**src/rtl/rkgd_pkg.sv**
```systemverilog
`timescale 1ns / 1ps
// ----------------------------------------------------------------------------
// rkgd_pkg
// shared types and constants for the rotary knob gesture detector
// ----------------------------------------------------------------------------
package rkgd_pkg;

  localparam int unsigned TIME_W = 32;
  localparam int unsigned POS_W  = 16;
  localparam int unsigned CFG_W  = 16;
  localparam int unsigned IDX_W  = 2;

  localparam logic [CFG_W-1:0] DOUBLE_CLICK_WINDOW_RESET  = 16'd500;
  localparam logic [CFG_W-1:0] SINGLE_CLICK_TIMEOUT_RESET = 16'd300;
  localparam logic [CFG_W-1:0] HOLD_THRESHOLD_RESET       = 16'd1000;

  typedef enum logic [IDX_W-1:0] {
    REG_DOUBLE_CLICK_WINDOW  = 2'd0,
    REG_SINGLE_CLICK_TIMEOUT = 2'd1,
    REG_HOLD_THRESHOLD       = 2'd2
  } cfg_index_t;

  typedef struct packed {
    logic [CFG_W-1:0] double_click_window_ms;
    logic [CFG_W-1:0] single_click_timeout_ms;
    logic [CFG_W-1:0] hold_limit_ms;
  } cfg_t;

  typedef struct packed {
    logic [TIME_W-1:0]       now_ms;
    logic                    position_changed;
    logic signed [POS_W-1:0] knob_position;
    logic                    click_seen;
    logic                    button_level;
  } item_t;

  typedef struct packed {
    logic turn_left;
    logic turn_right;
    logic single_click;
    logic double_click;
    logic pressed;
    logic held;
  } result_t;

endpackage

```
**src/rtl/rkgd_cfg.sv**
```systemverilog
`timescale 1ns / 1ps
// ----------------------------------------------------------------------------
// rkgd_cfg
// timing register file, written through the configuration channel
// ----------------------------------------------------------------------------
module rkgd_cfg (
  input  logic                            clk,
  input  logic                            rst,
  input  logic                            cfg_valid,
  output logic                            cfg_ready,
  input  logic [rkgd_pkg::IDX_W-1:0]      cfg_index,
  input  logic [rkgd_pkg::CFG_W-1:0]      cfg_data,
  output rkgd_pkg::cfg_t                  cfg
);

  rkgd_pkg::cfg_t regs;

  assign cfg_ready = 1'b1;
  assign cfg       = regs;

  always_ff @(posedge clk) begin
    if (rst) begin
      regs.double_click_window_ms  <= rkgd_pkg::DOUBLE_CLICK_WINDOW_RESET;
      regs.single_click_timeout_ms <= rkgd_pkg::SINGLE_CLICK_TIMEOUT_RESET;
      regs.hold_limit_ms           <= rkgd_pkg::HOLD_THRESHOLD_RESET;
    end else if (cfg_valid) begin
      case (rkgd_pkg::cfg_index_t'(cfg_index))
        rkgd_pkg::REG_DOUBLE_CLICK_WINDOW:  regs.double_click_window_ms  <= cfg_data;
        rkgd_pkg::REG_SINGLE_CLICK_TIMEOUT: regs.single_click_timeout_ms <= cfg_data;
        rkgd_pkg::REG_HOLD_THRESHOLD:       regs.hold_limit_ms           <= cfg_data;
        default: begin
        end
      endcase
    end
  end

endmodule

```
**src/rtl/rkgd_core.sv**
```systemverilog
`timescale 1ns / 1ps
// ----------------------------------------------------------------------------
// rkgd_core
// gesture state and per-step decision logic
// ----------------------------------------------------------------------------
module rkgd_core (
  input  logic              clk,
  input  logic              rst,
  input  logic              step,
  input  rkgd_pkg::item_t   item,
  input  rkgd_pkg::cfg_t    cfg,
  output rkgd_pkg::result_t result
);

  logic signed [rkgd_pkg::POS_W-1:0] last_position;
  logic [rkgd_pkg::TIME_W-1:0]       last_click_time;
  logic                              awaiting_second_click;
  logic [rkgd_pkg::TIME_W-1:0]       press_start_time;
  logic                              was_pressed;
  logic                              hold_active;

  logic [rkgd_pkg::TIME_W-1:0]       last_click_time_next;
  logic                              awaiting_second_click_next;
  logic [rkgd_pkg::TIME_W-1:0]       press_start_time_next;
  logic                              hold_active_next;

  logic [rkgd_pkg::TIME_W-1:0]       click_elapsed;
  logic [rkgd_pkg::TIME_W-1:0]       press_elapsed;
  logic                              is_left;
  logic                              single_hit;
  logic                              double_hit;

  assign click_elapsed = item.now_ms - last_click_time;
  assign press_start_time_next = (item.button_level && !was_pressed) ? item.now_ms
                                                                      : press_start_time;
  assign press_elapsed = item.now_ms - press_start_time_next;
  assign is_left = $signed(last_position) > $signed(item.knob_position);

  always_comb begin
    last_click_time_next       = last_click_time;
    awaiting_second_click_next = awaiting_second_click;
    single_hit                 = 1'b0;
    double_hit                 = 1'b0;
    if (item.click_seen) begin
      if (!hold_active) begin
        if ((click_elapsed > {16'd0, cfg.double_click_window_ms}) &&
            !awaiting_second_click) begin
          last_click_time_next       = item.now_ms;
          awaiting_second_click_next = 1'b1;
        end else begin
          awaiting_second_click_next = 1'b0;
          double_hit                 = 1'b1;
        end
      end
    end else if (awaiting_second_click &&
                 (click_elapsed > {16'd0, cfg.single_click_timeout_ms})) begin
      awaiting_second_click_next = 1'b0;
      single_hit                 = 1'b1;
    end
  end

  always_comb begin
    if (item.button_level) begin
      hold_active_next = hold_active ||
                         (press_elapsed > {16'd0, cfg.hold_limit_ms});
    end else begin
      hold_active_next = 1'b0;
    end
  end

  always_comb begin
    result.turn_left    = item.position_changed && is_left;
    result.turn_right   = item.position_changed && !is_left;
    result.single_click = single_hit;
    result.double_click = double_hit;
    result.pressed      = item.button_level;
    result.held         = hold_active_next;
  end

  always_ff @(posedge clk) begin
    if (rst) begin
      last_position         <= '0;
      last_click_time       <= '0;
      awaiting_second_click <= 1'b0;
      press_start_time      <= '0;
      was_pressed           <= 1'b0;
      hold_active           <= 1'b0;
    end else if (step) begin
      if (item.position_changed) begin
        last_position <= item.knob_position;
      end
      last_click_time       <= last_click_time_next;
      awaiting_second_click <= awaiting_second_click_next;
      press_start_time      <= press_start_time_next;
      was_pressed           <= item.button_level;
      hold_active           <= hold_active_next;
    end
  end

  a_held_needs_level: assert property (@(posedge clk) disable iff (rst)
    result.held |-> item.button_level)
    else $error("hold reported without button down");

  a_release_clears_hold: assert property (@(posedge clk) disable iff (rst)
    (step && !item.button_level) |=> (!hold_active && !was_pressed))
    else $error("release did not clear press state");

  a_click_while_hold_ignored: assert property (@(posedge clk) disable iff (rst)
    (step && item.click_seen && hold_active) |=>
      ($stable(awaiting_second_click) && $stable(last_click_time)))
    else $error("click changed state while holding");

endmodule

```
**src/rtl/rotary_knob_gesture_detector_top.sv**
```systemverilog
`timescale 1ns / 1ps
// ----------------------------------------------------------------------------
// rotary_knob_gesture_detector_top
// turn, click, double click and hold detection on polled knob samples
// ----------------------------------------------------------------------------
// path: an accepted transaction passes through the input register, then the result
//   register holding the decision of the gesture logic, before out_valid rises
// throughput: one transaction per cycle, limited only by out_ready
// reset: synchronous; clears both pipeline valid flags and gesture state and
//   loads the timing registers with 500 / 300 / 1000 ms
// ----------------------------------------------------------------------------
module rotary_knob_gesture_detector_top (
  input  logic                              clk,
  input  logic                              rst,
  input  logic                              cfg_valid,
  output logic                              cfg_ready,
  input  logic [rkgd_pkg::IDX_W-1:0]        cfg_index,
  input  logic [rkgd_pkg::CFG_W-1:0]        cfg_data,
  input  logic                              in_valid,
  output logic                              in_ready,
  input  logic [rkgd_pkg::TIME_W-1:0]       now_ms,
  input  logic                              position_changed,
  input  logic signed [rkgd_pkg::POS_W-1:0] knob_position,
  input  logic                              click_seen,
  input  logic                              button_level,
  output logic                              out_valid,
  input  logic                              out_ready,
  output logic                              turn_left,
  output logic                              turn_right,
  output logic                              single_click,
  output logic                              double_click,
  output logic                              pressed,
  output logic                              held
);

  rkgd_pkg::cfg_t    cfg;
  rkgd_pkg::item_t   item;
  rkgd_pkg::result_t step_result;
  rkgd_pkg::result_t result;
  logic              item_valid;
  logic              advance;

  assign advance  = item_valid && (!out_valid || out_ready);
  assign in_ready = !item_valid || advance;

  rkgd_cfg u_cfg (
    .clk       (clk),
    .rst       (rst),
    .cfg_valid (cfg_valid),
    .cfg_ready (cfg_ready),
    .cfg_index (cfg_index),
    .cfg_data  (cfg_data),
    .cfg       (cfg)
  );

  rkgd_core u_core (
    .clk    (clk),
    .rst    (rst),
    .step   (advance),
    .item   (item),
    .cfg    (cfg),
    .result (step_result)
  );

  always_ff @(posedge clk) begin
    if (rst) begin
      item_valid <= 1'b0;
    end else if (in_ready) begin
      item_valid <= in_valid;
    end
    if (in_valid && in_ready) begin
      item.now_ms           <= now_ms;
      item.position_changed <= position_changed;
      item.knob_position    <= knob_position;
      item.click_seen       <= click_seen;
      item.button_level     <= button_level;
    end
  end

  always_ff @(posedge clk) begin
    if (rst) begin
      out_valid <= 1'b0;
    end else if (!out_valid || out_ready) begin
      out_valid <= item_valid;
    end
    if (advance) begin
      result <= step_result;
    end
  end

  assign turn_left    = result.turn_left;
  assign turn_right   = result.turn_right;
  assign single_click = result.single_click;
  assign double_click = result.double_click;
  assign pressed      = result.pressed;
  assign held         = result.held;

  a_turn_exclusive: assert property (@(posedge clk) disable iff (rst)
    out_valid |-> !(turn_left && turn_right))
    else $error("left and right turn in one result");

  a_click_exclusive: assert property (@(posedge clk) disable iff (rst)
    out_valid |-> !(single_click && double_click))
    else $error("single and double click in one result");

  a_held_implies_pressed: assert property (@(posedge clk) disable iff (rst)
    (out_valid && held) |-> pressed)
    else $error("held without pressed");

  a_stalled_item_kept: assert property (@(posedge clk) disable iff (rst)
    (item_valid && !advance) |=> item_valid)
    else $error("stalled transaction dropped");

endmodule
```
**config.mk**
```make
export PLATFORM = sky130hd
export DESIGN_NAME = rotary_knob_gesture_detector_top
export DESIGN_NICKNAME = d
export VERILOG_FILES = /design/src/rtl/rkgd_pkg.sv /design/src/rtl/rkgd_cfg.sv /design/src/rtl/rkgd_core.sv /design/src/rtl/rotary_knob_gesture_detector_top.sv
export SDC_FILE = /design/constraint.sdc
export NUM_CORES = 1
export LEC_CHECK = 0
export BUFFER_PORTS_ARGS = -buffer_cell sky130_fd_sc_hd__buf_4
export CORE_MARGIN = 2
export CORE_UTILIZATION = 48
export DETAILED_ROUTE_END_ITERATION = 16
export GPL_TIMING_DRIVEN = 0
export PLACE_DENSITY_LB_ADDON = 0.05
export SYNTH_ARGS = -nofsm -noshare
export SYNTH_HDL_FRONTEND = slang
export SYNTH_SLANG_ARGS = --single-unit
```
**constraint.sdc**
```tcl
create_clock -name clk -period 4.9 [get_ports clk]
set_input_delay 0.98 -clock clk [delete_from_list [all_inputs] [get_ports clk]]
set_output_delay 0.98 -clock clk [all_outputs]
set_load 0.005 [all_outputs]
```
## Yosys cells after proc, flatten, opt, wreduce, memory -nomap -nowiden

Index checks and enable logic that the tools add are counted.
Widths: inputs -> output; s select.

- Bits in registers: 190
- Input port bits: 74
- Logic and storage cells: 65
- Output and inout bits: 9

- Reductions and logical operators: 24
- Mux-type cells: 8
- $add $sub $neg: 2
- Equal/unequal tests: 3
- Magnitude comparators: 4
- Bitwise gates (word level): 2

Operators by type and width:

| kind | count |
|---|---|
| $gt 32x16->1 | 3 |
| $sub 32x32->32 | 2 |
| $mux 32 | 1 |
| $gt 16x16->1 | 1 |
| $reduce_and 2->1 | 4 |
| $logic_and 1x1->1 | 7 |
| $mux 1 | 7 |
| $logic_not 1->1 | 5 |
| $reduce_and 4->1 | 1 |
| $logic_or 1x1->1 | 3 |
| $reduce_and 3->1 | 1 |
| $eq 2x1->1 const B | 1 |
| $eq 2x2->1 const B | 1 |
| $logic_not 2->1 | 1 |
| $ne 2x2->1 const B | 1 |
| $not 1->1 | 2 |
| $reduce_bool 2->1 | 1 |
| $reduce_or 2->1 | 1 |

## Logic depth before layout (Yosys ltp)

Gate-level depths: netlist (run 1).

- Depth in word-level cells: 7
- Depth in mapped cells: 27

## Cells and area by module

Synthesis (run 1) repeated with hierarchy kept, for this count alone.

- Cell total of the unflattened synthesis: 1,524
- Area total of the unflattened synthesis: 13,132.6 um2

By module, submodules not included:

| module | cells an instance | times used | area each (um2) |
|---|---|---|---|
| rkgd_core | 1,272 | 1 | 9,387.8 |
| rkgd_cfg | 185 | 1 | 1,929.4 |
| rotary_knob_gesture_detector_top | 67 | 1 | 1,815.5 |

## Least setup slack after synthesis (run 1)

No wires, ideal clock.

- Kind: reg-to-reg
- Start point: register item[0] (netlist name)
- End point: register result (netlist bit held), data pin
- Arrival: 4,920 ps
- Path slack: -283 ps
- Required time: 4,636 ps
- Setup time: 264 ps
- Stages on the path, launching flop included: 23
- Cells stage by stage: edfxtp_1 -> nand2b_1 -> clkbuf_1 -> buf_1 -> buf_1 -> o21ai_0 -> ha_1 -> inv_1 -> nor3_1 -> or4b_1 -> a31oi_1 -> o21ai_0 -> o21ai_0 -> xor2_1 -> ha_1 -> nand2_1 -> nor4_1 -> nand4_1 -> o221ai_1 -> o21ai_0 -> nor4_1 -> nand4_1 -> o41a_1

RTL lines:

| item | RTL line | source |
|---|---|---|
| end signal, assigned | rotary_knob_gesture_detector_top.sv:87 | `result <= step_result;` |
| end, declared | rotary_knob_gesture_detector_top.sv:39 | `rkgd_pkg::result_t result;` |

## Worst setup path after layout (run 1)

- Start point: register item[26] (netlist name)
- End point: register u_core.last_click_time[8] (netlist bit)

- Cells in the longest elaborated chain, start to end: 4

Ends and longest elaborated chain:

| item | RTL line | source |
|---|---|---|
| $sub 32x32->32 | rkgd_core.sv:33 | `assign click_elapsed = item.now_ms - last_click_time;` |
| $gt 32x16->1 | rkgd_core.sv:46 | `if ((click_elapsed > {16'd0, cfg.double_click_window_ms}) &&` |
| $logic_and 1x1->1 | rkgd_core.sv:46 |  |
| $reduce_and 4->1 (no line) | n/a |  |
| end signal, assigned | rkgd_core.sv:92 | `last_click_time <= last_click_time_next;` |
| end, declared | rkgd_core.sv:16 | `logic [rkgd_pkg::TIME_W-1:0] last_click_time;` |

Every way passes these cells.
A chain may end at the register's enable or synchronous reset.

==> results of run 1 <==
-- metal layers --
layer / share of wire, % / up-vias
met3: 5.5 / 53
li1: - / 5650
met2: 45 / 286
met5: 0 / -
met4: 2.7 / 0
met1: 47 / 5275
-- timing repair --
item | CTS | global route
hold buffers | 0 | 0
pin swaps | 11 | 43
setup endpoints to repair | 35 | 36
resized for setup | 52 | 58
cloned | 0 | 2
setup buffers | 18 | 39
hold endpoints to repair | 0 | 0
-- power by group through the flow --
| stage | clock (uW) | combinational [uW] | sequential (uW) |
|---|---|---|---|
| after floorplan | 0 | 815 | 1770 |
| after global placement | 0 | 1100 | 1800 |
| after detailed placement | 0 | 1110 | 1790 |
| after CTS | 1440 | 1180 | 1760 |
| after global routing | 1510 | 1420 | 1770 |
| final | 1420 | 1290 | 1760 |
-- worst max-delay path: cells and delay by family, from the launching register on --
| kind | cells | cell delay, ns |
|---|---|---|
| DFF | 1 | 0.53 |
| AOI/OAI and AO/OA | 8 | 1.55 |
| adders and majority gates | 2 | 0.63 |
| buffers and inverters | 2 | 0.29 |
| xor gates and xnor gates | 1 | 0.22 |
| and+or+nand+nor | 6 | 1.22 |
| muxes | 1 | 0.20 |
-- registers in the layout (all words and copies together) (netlist names) --
register	flops
item	51
u_core.press_start_time	32
single_click	1
held	1
turn_left	1
u_core.last_click_time	32
double_click	1
u_core.was_pressed	1
item_valid	1
turn_right	1
u_core.hold_active	1
u_core.awaiting_second_click	1
u_cfg.cfg	48
out_valid	1
pressed	1
u_core.last_position	16
-- cell type report --
cell class | count | area (sq um) | area share (%)
Tap cell | 335 | 419.2 | 2.763
Sequential cell | 190 | 4374 | 28.84
Inverter | 120 | 450.4 | 2.970
Multi-Input combinational cell | 1118 | 7866 | 51.86
Clock inverter | 15 | 158.9 | 1.048
Buffer | 61 | 351.6 | 2.318
Timing Repair Buffer | 140 | 1122 | 7.399
Clock buffer | 17 | 425.4 | 2.805
-- cell families (layout without fill, tap and decap cells) --
group,count (synthesis),count (layout)
compound gates,390,390
xor+xnor,51,51
fa+ha+maj,117,117
buf+inv,186,353
flops,190,190
mux,58,58
other cells,1,1
simple gates,501,501
-- worst max-delay path by stage --
stage | start | endpoint | slack, ns | cells after the start
after global placement | item[0] | held | -1.60 | 20
final | item[26] | u_core.last_click_time[8] | 0.12 | 20
after detailed placement | item[0] | held | -1.60 | 20
after floorplan | item[0] | held | 0.04 | 22
after global routing | item[23] | u_core.last_click_time[19] | -0.06 | 23
after CTS | item[26] | u_core.last_click_time[19] | 0.01 | 20
-- metrics by stage --
step | setup WS [ns] | hold WS (ns) | cells | power (uW) | TNS, ns
detailed placement | -1.603 | 0.4470 | 1910 | 2909 | -16.99
floorplan | 0.03938 | 0.4363 | 1494 | 2585 | 0
finish | 0.1205 | 0.4573 | 1996 | 4465 | 0
CTS | 0.01006 | 0.4577 | 1958 | 4382 | 0
global route | -0.06403 | 0.4721 | 1996 | 4698 | -1.086
global placement | -1.596 | 0.4425 | 1909 | 2897 | -15.37
-- layout by cell type (no fill, tap or decap), drive strengths merged, types with 32 or more instances in the layout --
master and count:
a21o 44, dfxtp 133, inv 125, o21ai 50, nor2 125, a21oi 143
edfxtp 57, nand3 32, ha 116, a211oi 35, clkbuf 67, buf 151
mux2i 57, nand2 183
==> impl_metrics.toml, run 1 <==
[routing]
drt_iter0_markers = 798
routedWlPerCell_um = 17.80
routed_wl_mm = 35.53
drt-vias-per-instance = 5.643
drtPass1Iterations = 5
antenna_left = 0
via_count = 11260
route.detailed.drc = 0

[synthesis]
muxShareOfSynthArea_pct = 4.635
synth-simple-area-share_pct = 18.78
synth-seq-cells = 190
synth-compound-area-share_pct = 20.25
ys.warnings.count = 0
mappedNetlistArea_sq_um = 12550
synth.distinct_cells = 75
synth_ff_type = "dfxtp_1"
post-synth-top-count-cell = "nand2_1"
syn_area_per_cell_sq_um = 8.402
synth.area.top_cells = "dfxtp_1 21%, edfxtp_1 14%, ha_1 12%, a21oi_1 5.7%, nand2_1 5.5%"
synth_fa_ha_area_share_pct = 11.72
synth_top_family_by_area = "compound AO/OA/AOI/OAI gates"
yosysSeqAreaShare_pct = 34.85
syn_inst = 1494
synth_area_leader_cell = "dfxtp_1"
synth_xor_area_share_pct = 3.559
syn-num-nets = 1685
ys_async_sr_fraction_pct = 0
synth.top_cells.by_count = "183 x nand2_1, 143 x a21oi_1, 133 x dfxtp_1"
synth-edff-count = 57
netlist.area_leader.share_pct = 21.21

[critical_path]
r2r_slack_ns = 0.12
critical_path_arrival_ns = 5.10
cp.required_ns = 5.22
critical_path.max_stage_delay_ns = 0.53
r2r_start = "item[26]"
crit_slowest_cell = "edfxtp_1"
r2r_cells = 20
cp-start-kind = "register"
worstPathMaxFanout = 8
cp_cell_sequence = "ha_4, a21o_1, a21oi_2, o311a_4, and3_4, o21bai_1, a21oi_2, xnor2_2, ha_1, nand4_1, nor3_2, o21ai_1, o211ai_1, a221oi_2, or4b_4, or4b_4, buf_12, clkbuf_16, mux2i_1, nor2_1"
crit_type = "register to register"
cp-end-kind = "register"
timing.rr.end = "u_core.last_click_time[8]"

[cells_and_area]
final_util_pct = 58.71
fillers = 2430
drive_gt1_share_pct = 15.53
fin_nets = 1839
final_area_sq_um = 15170
n_antenna_cell = 0
area_delta_synth_final_pct = 20.84

[floorplan]
die_x_um = 165.7
start_util_pct = 48.58
pin_count = 83
num_rows = 59
coreArea_sq_um = 25840
dieArea_sq_um = 27460
dieHeight_um = 165.7

[clocking]
cts-buffers-inserted = 17
cts.htree.levels = 4
clk-insertion-delay-late_ns = 0.45
cts_sinks = 190
clockBufferDepth = 2
cts_tree = "yes"
clk_pin_slew_worst_paths_ns = 0.08
cts_root_buf = "clkbuf_16"

[worst_hold_path]
holdCritPathClass = "register to register"
hold_start = "u_cfg.cfg[35]"
min_to = "u_cfg.cfg[35]"
whs_path_depth = 2

[pwr]
power.density_nw_per_um2 = 294.3
switchingPower_uw = 1486
share_comb_of_total_power_pct = 28.8
vdd_drop_max_mv = 0.1873
swShare_pct = 33.28
clock_power_share_pct = 31.8
leakage_uw = 0.006345
internal_power_uw = 2979
seqPwrFrac_pct = 39.4

[outcome]
status = "completed"

[sta]
worst-slew-pin-transition_ns = 0.8273
slew_viol_final = 0
min_period_over_period_pct = 97.54
finalSetupViolCount = 0
hold_viol = 0
rsz0062_at_grt = "true"
skew_ns = 0.01342
timing.fmax_mhz = 209.2
fin_crit_ns = 4.779
slew_headroom_pct = 44.15

[placement]
gpl.final_weighted_congestion = 0.9028
dpl_cell_area_sq_um = 13600
numPortBuffers = 80
dp_hpwl_mm = 26.55

[grt]
grt_overflow = 0
busiest_layer = "met2"
grt_pass1_wl_mm = 55.11
grtUsageMet2_pct = 39.76
first_global_vias = 10550
use_met1_pct = 34.93
track_usage_pct = 24.98
antenna_found_initial = 1
grt_max_degree = 35
grt.met3_usage_pct = 4.062

[run]
drv_cap = 0
No activity file was read; power rests on OpenSTA's default activity.
==> run 2: changes to the inputs <==
- SYNTH_HIERARCHICAL: default -> 1
==> run 2 against run 1 <==
The run now ends with setup timing left. Via count increased by 4.7%. Sequential power about the same. Synthesized cell count is 2.0% higher. Synthesized area rose by 4.6%. First-iteration DRC count up 15%. Core utilization decreased by 1.3 points. Hold slack got worse by 0.00054 ns. Setup slack got worse by 0.15 ns. Non-clock buffer count decreased by 14. Critical path type unchanged. Largest power group unchanged. Highest routed layer unchanged.
==> impl_metrics.toml, run 2 <==
[routing]
drt_iter0_markers = 920
antenna_left = 0
via_count = 11790
routedWlPerCell_um = 18.97
highest_layer = "met4"
dr_wl_met2_mm = 17.76
drt-met1-wl_mm = 17.71
drtPass1Iterations = 5
routed_wl_mm = 38.08
drt-vias-per-instance = 5.874
wl_met3_mm = 1.942
route.detailed.drc = 0

[synthesis]
mappedNetlistArea_sq_um = 13130
syn_inst = 1524
yosysSeqAreaShare_pct = 33.31
synth_area_leader_cell = "dfxtp_1"
netlist.area_leader.share_pct = 20.27
syn-num-nets = 1715
ys.warnings.count = 6
synth-seq-cells = 190
synth.distinct_cells = 79
synth.area.top_cells = "dfxtp_1 20%, edfxtp_1 13%, ha_1 11%, mux2i_1 5.6%, a21oi_1 4.8%"
synth-edff-count = 57
post-synth-top-count-cell = "dfxtp_1"
syn_area_per_cell_sq_um = 8.617
synth.top_cells.by_count = "133 x dfxtp_1, 126 x a21oi_1, 126 x nand2_1"
ys_async_sr_fraction_pct = 0
synth_ff_type = "dfxtp_1"

[critical_path]
worstPathMaxFanout = 4
crit_type = "register to register"
cp-end-kind = "register"
r2r_cells = 22
critical_path_arrival_ns = 5.12
critical_path.max_stage_delay_ns = 0.52
cp-start-kind = "register"
cp.required_ns = 5.09
cp_cell_sequence = "nand2b_4, clkbuf_16, nand2_4, o21ai_4, ha_4, inv_2, ha_4, nor2_4, a21oi_4, o31ai_4, a211oi_4, o32a_1, o32ai_2, ha_1, a21oi_2, nand2_1, a211oi_2, a21oi_2, nor4_2, nand4_1, or4_4, o31a_1"
r2r_slack_ns = -0.03
crit_slowest_cell = "or4_4"

[placement]
dpl_cell_area_sq_um = 14220
gpl.final_weighted_congestion = 0.9247
dpl_worst_slack_ns = -0.8807
numPortBuffers = 81
dp_hpwl_mm = 28.81

[sta]
fin_tns_setup_ns = -0.03099
hold_viol = 0
min_period_over_period_pct = 100.6
worst_hold_slack_ns = 0.4568
timing.fmax_mhz = 202.8
skew_ns = 0.01268
finalSetupViolCount = 1
slew_viol_final = 0
worst-slew-pin-transition_ns = 1.035
slew_headroom_pct = 30.82
rsz0062_at_grt = "true"
fin_crit_ns = 4.931
fin_ws_ns = -0.03099

[outcome]
status = "finished, violations left"
violations = "setup timing"

[floorplan]
num_rows = 60
coreArea_sq_um = 26880
start_util_pct = 48.86
dieArea_sq_um = 28700
dieHeight_um = 169.4
pin_count = 83
die_x_um = 169.4

[grt]
track_usage_pct = 26.50
grt_max_degree = 52
first_global_vias = 11270
grt_pass1_wl_mm = 59.91
grt_overflow = 0
antenna_found_initial = 0

[pwr]
power.density_nw_per_um2 = 289.5
vdd_drop_max_mv = 0.2912
leakage_uw = 0.006216

[worst_hold_path]
holdCritPathClass = "register to register"
whs_path_depth = 2

[cells_and_area]
mostFrequentLayoutCells = "132 x dfxtp_1, 125 x nand2_1, 121 x buf_4"
final_area_sq_um = 15440
fin_nets = 1844
largest_reg_flops = 51
layout_commonest_cell = "dfxtp_1"
largest_register = "item"
area_delta_synth_final_pct = 17.56
drive_gt1_share_pct = 15.19
n_antenna_cell = 0

[clocking]
ctsHoldBuffers = 0
clk_pin_slew_worst_paths_ns = 0.08
cts_tree = "yes"
clockBufferDepth = 2
cts.htree.levels = 4
cts-buffers-inserted = 17
clk-insertion-delay-late_ns = 0.45
cts_root_buf = "clkbuf_16"
cts_sinks = 190

[run]
drv_cap = 0
## run 2: cell count changes in the layout (fill, tap and decap cells not counted), moves of 9 or more
cell	previous run	this run
a21o_1	44	24
nand2b_1	21	72
mux2i_1	54	73
o31ai_1	7	30
o21a_1	14	23
a211o_1	20	5
a21oi_1	136	118
nand4b_1	0	32
buf_4	135	121
nor2_1	123	101
nand2_1	180	125
## run 2: stage by stage
step	utilization [%]	power, uW	std cells
after floorplan	-	2624	1524
final	57.44	4470	2007
after detailed placement	52.92	2969	1946
after CTS	56.47	4445	1997
after global routing	57.44	4692	2007
after global placement	52.92	2955	1946
## run 2: critical path: cells and delay by family (launching register included)
family                   cells  cell delay, ns
AO/OA/AOI/OAI               10            2.00
flip-flops                   1            0.44
buffers and inverters        2            0.20
AND/OR/NAND/NOR              7            1.34
adder cells (fa/ha/maj)      3            0.65
## run 2: logic make-up after synthesis
| family | Yosys count | share of synthesized area (%) |
|---|---|---|
| AND/OR/NAND/NOR | 495 | 19.89 |
| AO/OA/AOI/OAI | 404 | 20.50 |
| buffers and inverters | 195 | 6.136 |
| flip-flops | 190 | 33.31 |
| adder cells (fa/ha/maj) | 123 | 11.66 |
| multiplexers | 75 | 5.736 |
| XOR/XNOR | 41 | 2.734 |
| other | 1 | 0.02855 |
## run 2: final cells by class
cell class | instances | area (sq um)
Fill cell | 2473 | 11440
Multi-Input combinational cell | 1139 | 8367
Sequential cell | 190 | 4375
Timing Repair Buffer | 116 | 874.6
Inverter | 118 | 445.4
Clock buffer | 18 | 429.2
Tap cell | 341 | 426.7
Buffer | 71 | 366.6
Clock inverter | 14 | 153.9
## run 2: report_power, final
group          internal, uW  switching, uW  total [uW]
Sequential             1700           61.7        1760
Clock                   721            696        1420
Combinational           537            758        1300
Total                  2950           1520        4470
## run 2: worst paths after layout
path,startpoint,to
setup reg to reg,item[0],held
hold / removal,u_core/last_position[0],u_core/last_position[0]
setup / recovery,item[0],held
hold reg to reg,u_core/last_position[0],u_core/last_position[0]
## run 2: metal layers
metal | up-vias | GRT usage [%]
li1 | 5804 | -
met1 | 5651 | 36.24
met2 | 288 | 43.90
met3 | 47 | 4.035
met4 | 0 | 6.875
met5 | - | 0
## run 2: what timing repair did
item / CTS / global route
pin swaps: 23 / 30
hold endpoints to repair: 0 / 0
buffers inserted: 21 / 14
gates resized for setup: 42 / 47
setup endpoints to repair: 35 / 35
==> run 3: changes to the inputs <==
- CORE_UTILIZATION: 48 -> 56
- CTS_BUF_LIST: default -> sky130_fd_sc_hd__clkbuf_16
- SLEW_MARGIN: default -> 40
==> run 3 against run 2 <==
The flow still finishes with violations (setup timing). Sequential share of layout area grew 0.051 points. First-iteration DRC count grew 13%. Die area shrank 14%. Sequential power is essentially flat. Combinational power is essentially flat. Setup slack gained 0.025 ns. Total power grew 0.13%. Cell count shrank 1.1%. Core utilization grew 8.8 points. Critical endpoint is now u_core/hold_active.
==> impl_metrics.toml, run 3 (synthesis results as in run 2) <==
[outcome]
status = "finished, violations left"
violations = "setup timing"

[floorplan]
coreArea_sq_um = 23260
num_rows = 56
start_util_pct = 56.45
pin_count = 83
die_x_um = 157.1
dieHeight_um = 157.1
dieArea_sq_um = 24690

[placement]
numPortBuffers = 81
dp_hpwl_mm = 28.78
dpl_worst_slack_ns = -0.8953
gpl.final_weighted_congestion = 0.9519
placed_cells = 1924

[cells_and_area]
n_antenna_cell = 0
mostFrequentLayoutCells = "132 x dfxtp_1, 125 x nand2_1, 122 x buf_4"
stdcell_count = 1985
drive_gt1_share_pct = 15.91
fillers = 1975
fin_nets = 1844
largest_reg_flops = 51
largest_register = "item"
layout_commonest_cell = "dfxtp_1"
area_delta_synth_final_pct = 17.35

[critical_path]
r2r_cells = 26
cp-end-kind = "register"
cp.required_ns = 5.21
r2r_slack_ns = -0.006
cp_common_cell = "a21oi_2"
r2r_start = "item[0]"
crit_slowest_cell = "or4_4"
critical_path.max_stage_delay_ns = 0.53
crit_type = "register to register"
startpoint = "item[0]"
timing.rr.end = "u_core/hold_active"
cp-start-kind = "register"
worstPathMaxFanout = 7
critical_path_arrival_ns = 5.21

[sta]
hold_viol = 0
fin_ws_ns = -0.006103
slew_headroom_pct = 48.39
fin_crit_ns = 4.906
worst_hold_slack_ns = 0.4572
skew_ns = 0.01781
slew_viol_final = 0
rsz0062_at_grt = "true"
timing.fmax_mhz = 203.8
worst-slew-pin-transition_ns = 0.7690
min_period_over_period_pct = 100.1
finalSetupViolCount = 1

[clocking]
cts_tree = "yes"
cts_root_buf = "clkbuf_16"
cts_sinks = 190
clockBufferDepth = 2
cts-buffers-inserted = 17
cts.htree.levels = 4
clk_pin_slew_worst_paths_ns = 0.08
clk-insertion-delay-late_ns = 0.44

[routing]
via_count = 11990
drt_iter0_markers = 1042
antenna_left = 0
drtPass1Iterations = 7
drt-vias-per-instance = 6.038
route.detailed.drc = 0
routedWlPerCell_um = 18.93
routed_wl_mm = 37.59

[grt]
grt_max_degree = 52
track_usage_pct = 30.51
grt_pass1_wl_mm = 58.81
first_global_vias = 11240
antenna_found_initial = 1
grt_overflow = 0

[pwr]
leakage_uw = 0.006240
total_power_uw = 4476
power.density_nw_per_um2 = 290.4
vdd_drop_max_mv = 0.1633

[worst_hold_path]
hold_start = "u_core/last_position[0]"
min_to = "u_core/last_position[0]"
whs_path_depth = 2
holdCritPathClass = "register to register"

[run]
drv_cap = 0
==> run 3: report_power, final <==
part / switching (uW) / internal (uW) / total (uW)
Combinational: 776 / 549 / 1330
Clock: 673 / 721 / 1390
Sequential: 60.6 / 1700 / 1760
Total: 1510 / 2970 / 4480
==> run 3: what timing repair did <==
action                                  in CTS  in global routing
cloned                                       0                  0
endpoints found under the setup margin      35                 35
pin swaps                                   29                 40
hold buffers                                 0                  0
setup buffers                               23                 13
resized for setup                           37                 63
==> run 3: area by class of cell <==
cell class | instances | area [sq um] | share of cell area (%)
buffer | 70 | 365.4 | 2.371
multi-input combinational | 1139 | 8369 | 54.31
timing repair buffer | 117 | 882.1 | 5.724
sequential | 190 | 4375 | 28.39
tap | 319 | 399.1 | 2.590
inverter | 118 | 442.9 | 2.874
clock inverter | 15 | 151.4 | 0.9824
clock buffer | 17 | 425.4 | 2.760
==> run 3: worst max-delay path, delay by kind of cell, from the launching register on <==
| family | cells | cell delay (ns) |
|---|---|---|
| compound gates | 8 | 1.13 |
| fa+ha+maj | 4 | 0.86 |
| flops | 1 | 0.47 |
| xor+xnor | 1 | 0.23 |
| buf+inv | 3 | 0.37 |
| simple gates | 9 | 1.55 |
| mux | 1 | 0.18 |
==> run 3: metrics by stage <==
step	TNS, ns	utilization [%]	area [sq um]
2_1_floorplan	0	-	13190
3_3_place_gp	-12.18	61.03	14200
3_5_place_dp	-14.31	61.05	14200
4_1_cts	0	65.02	15130
5_1_grt	-0.3741	66.25	15410
6_report	-0.006103	66.25	15410
==> run 3: worst max path at each step <==
stage | endpoint | slack, ns
2_1_floorplan | held | 0.03
3_3_place_gp | u_core/hold_active | -0.91
3_5_place_dp | u_core/hold_active | -0.90
4_1_cts | u_core/hold_active | 0.009
5_1_grt | u_core/hold_active | -0.23
6_report | u_core/hold_active | -0.006
==> run 3: routing by layer <==
layer  share of wire [%]  routed length [um]  GRT usage, %  vias to the layer above
met1                  46               17320         41.81                     5748
met5                   0                   0             0                        -
met3                 5.2                1951         4.433                       64
met2                  46               17310         49.69                      355
met4                 2.7                1001         9.957                        0
li1                    -                   -             -                     5818
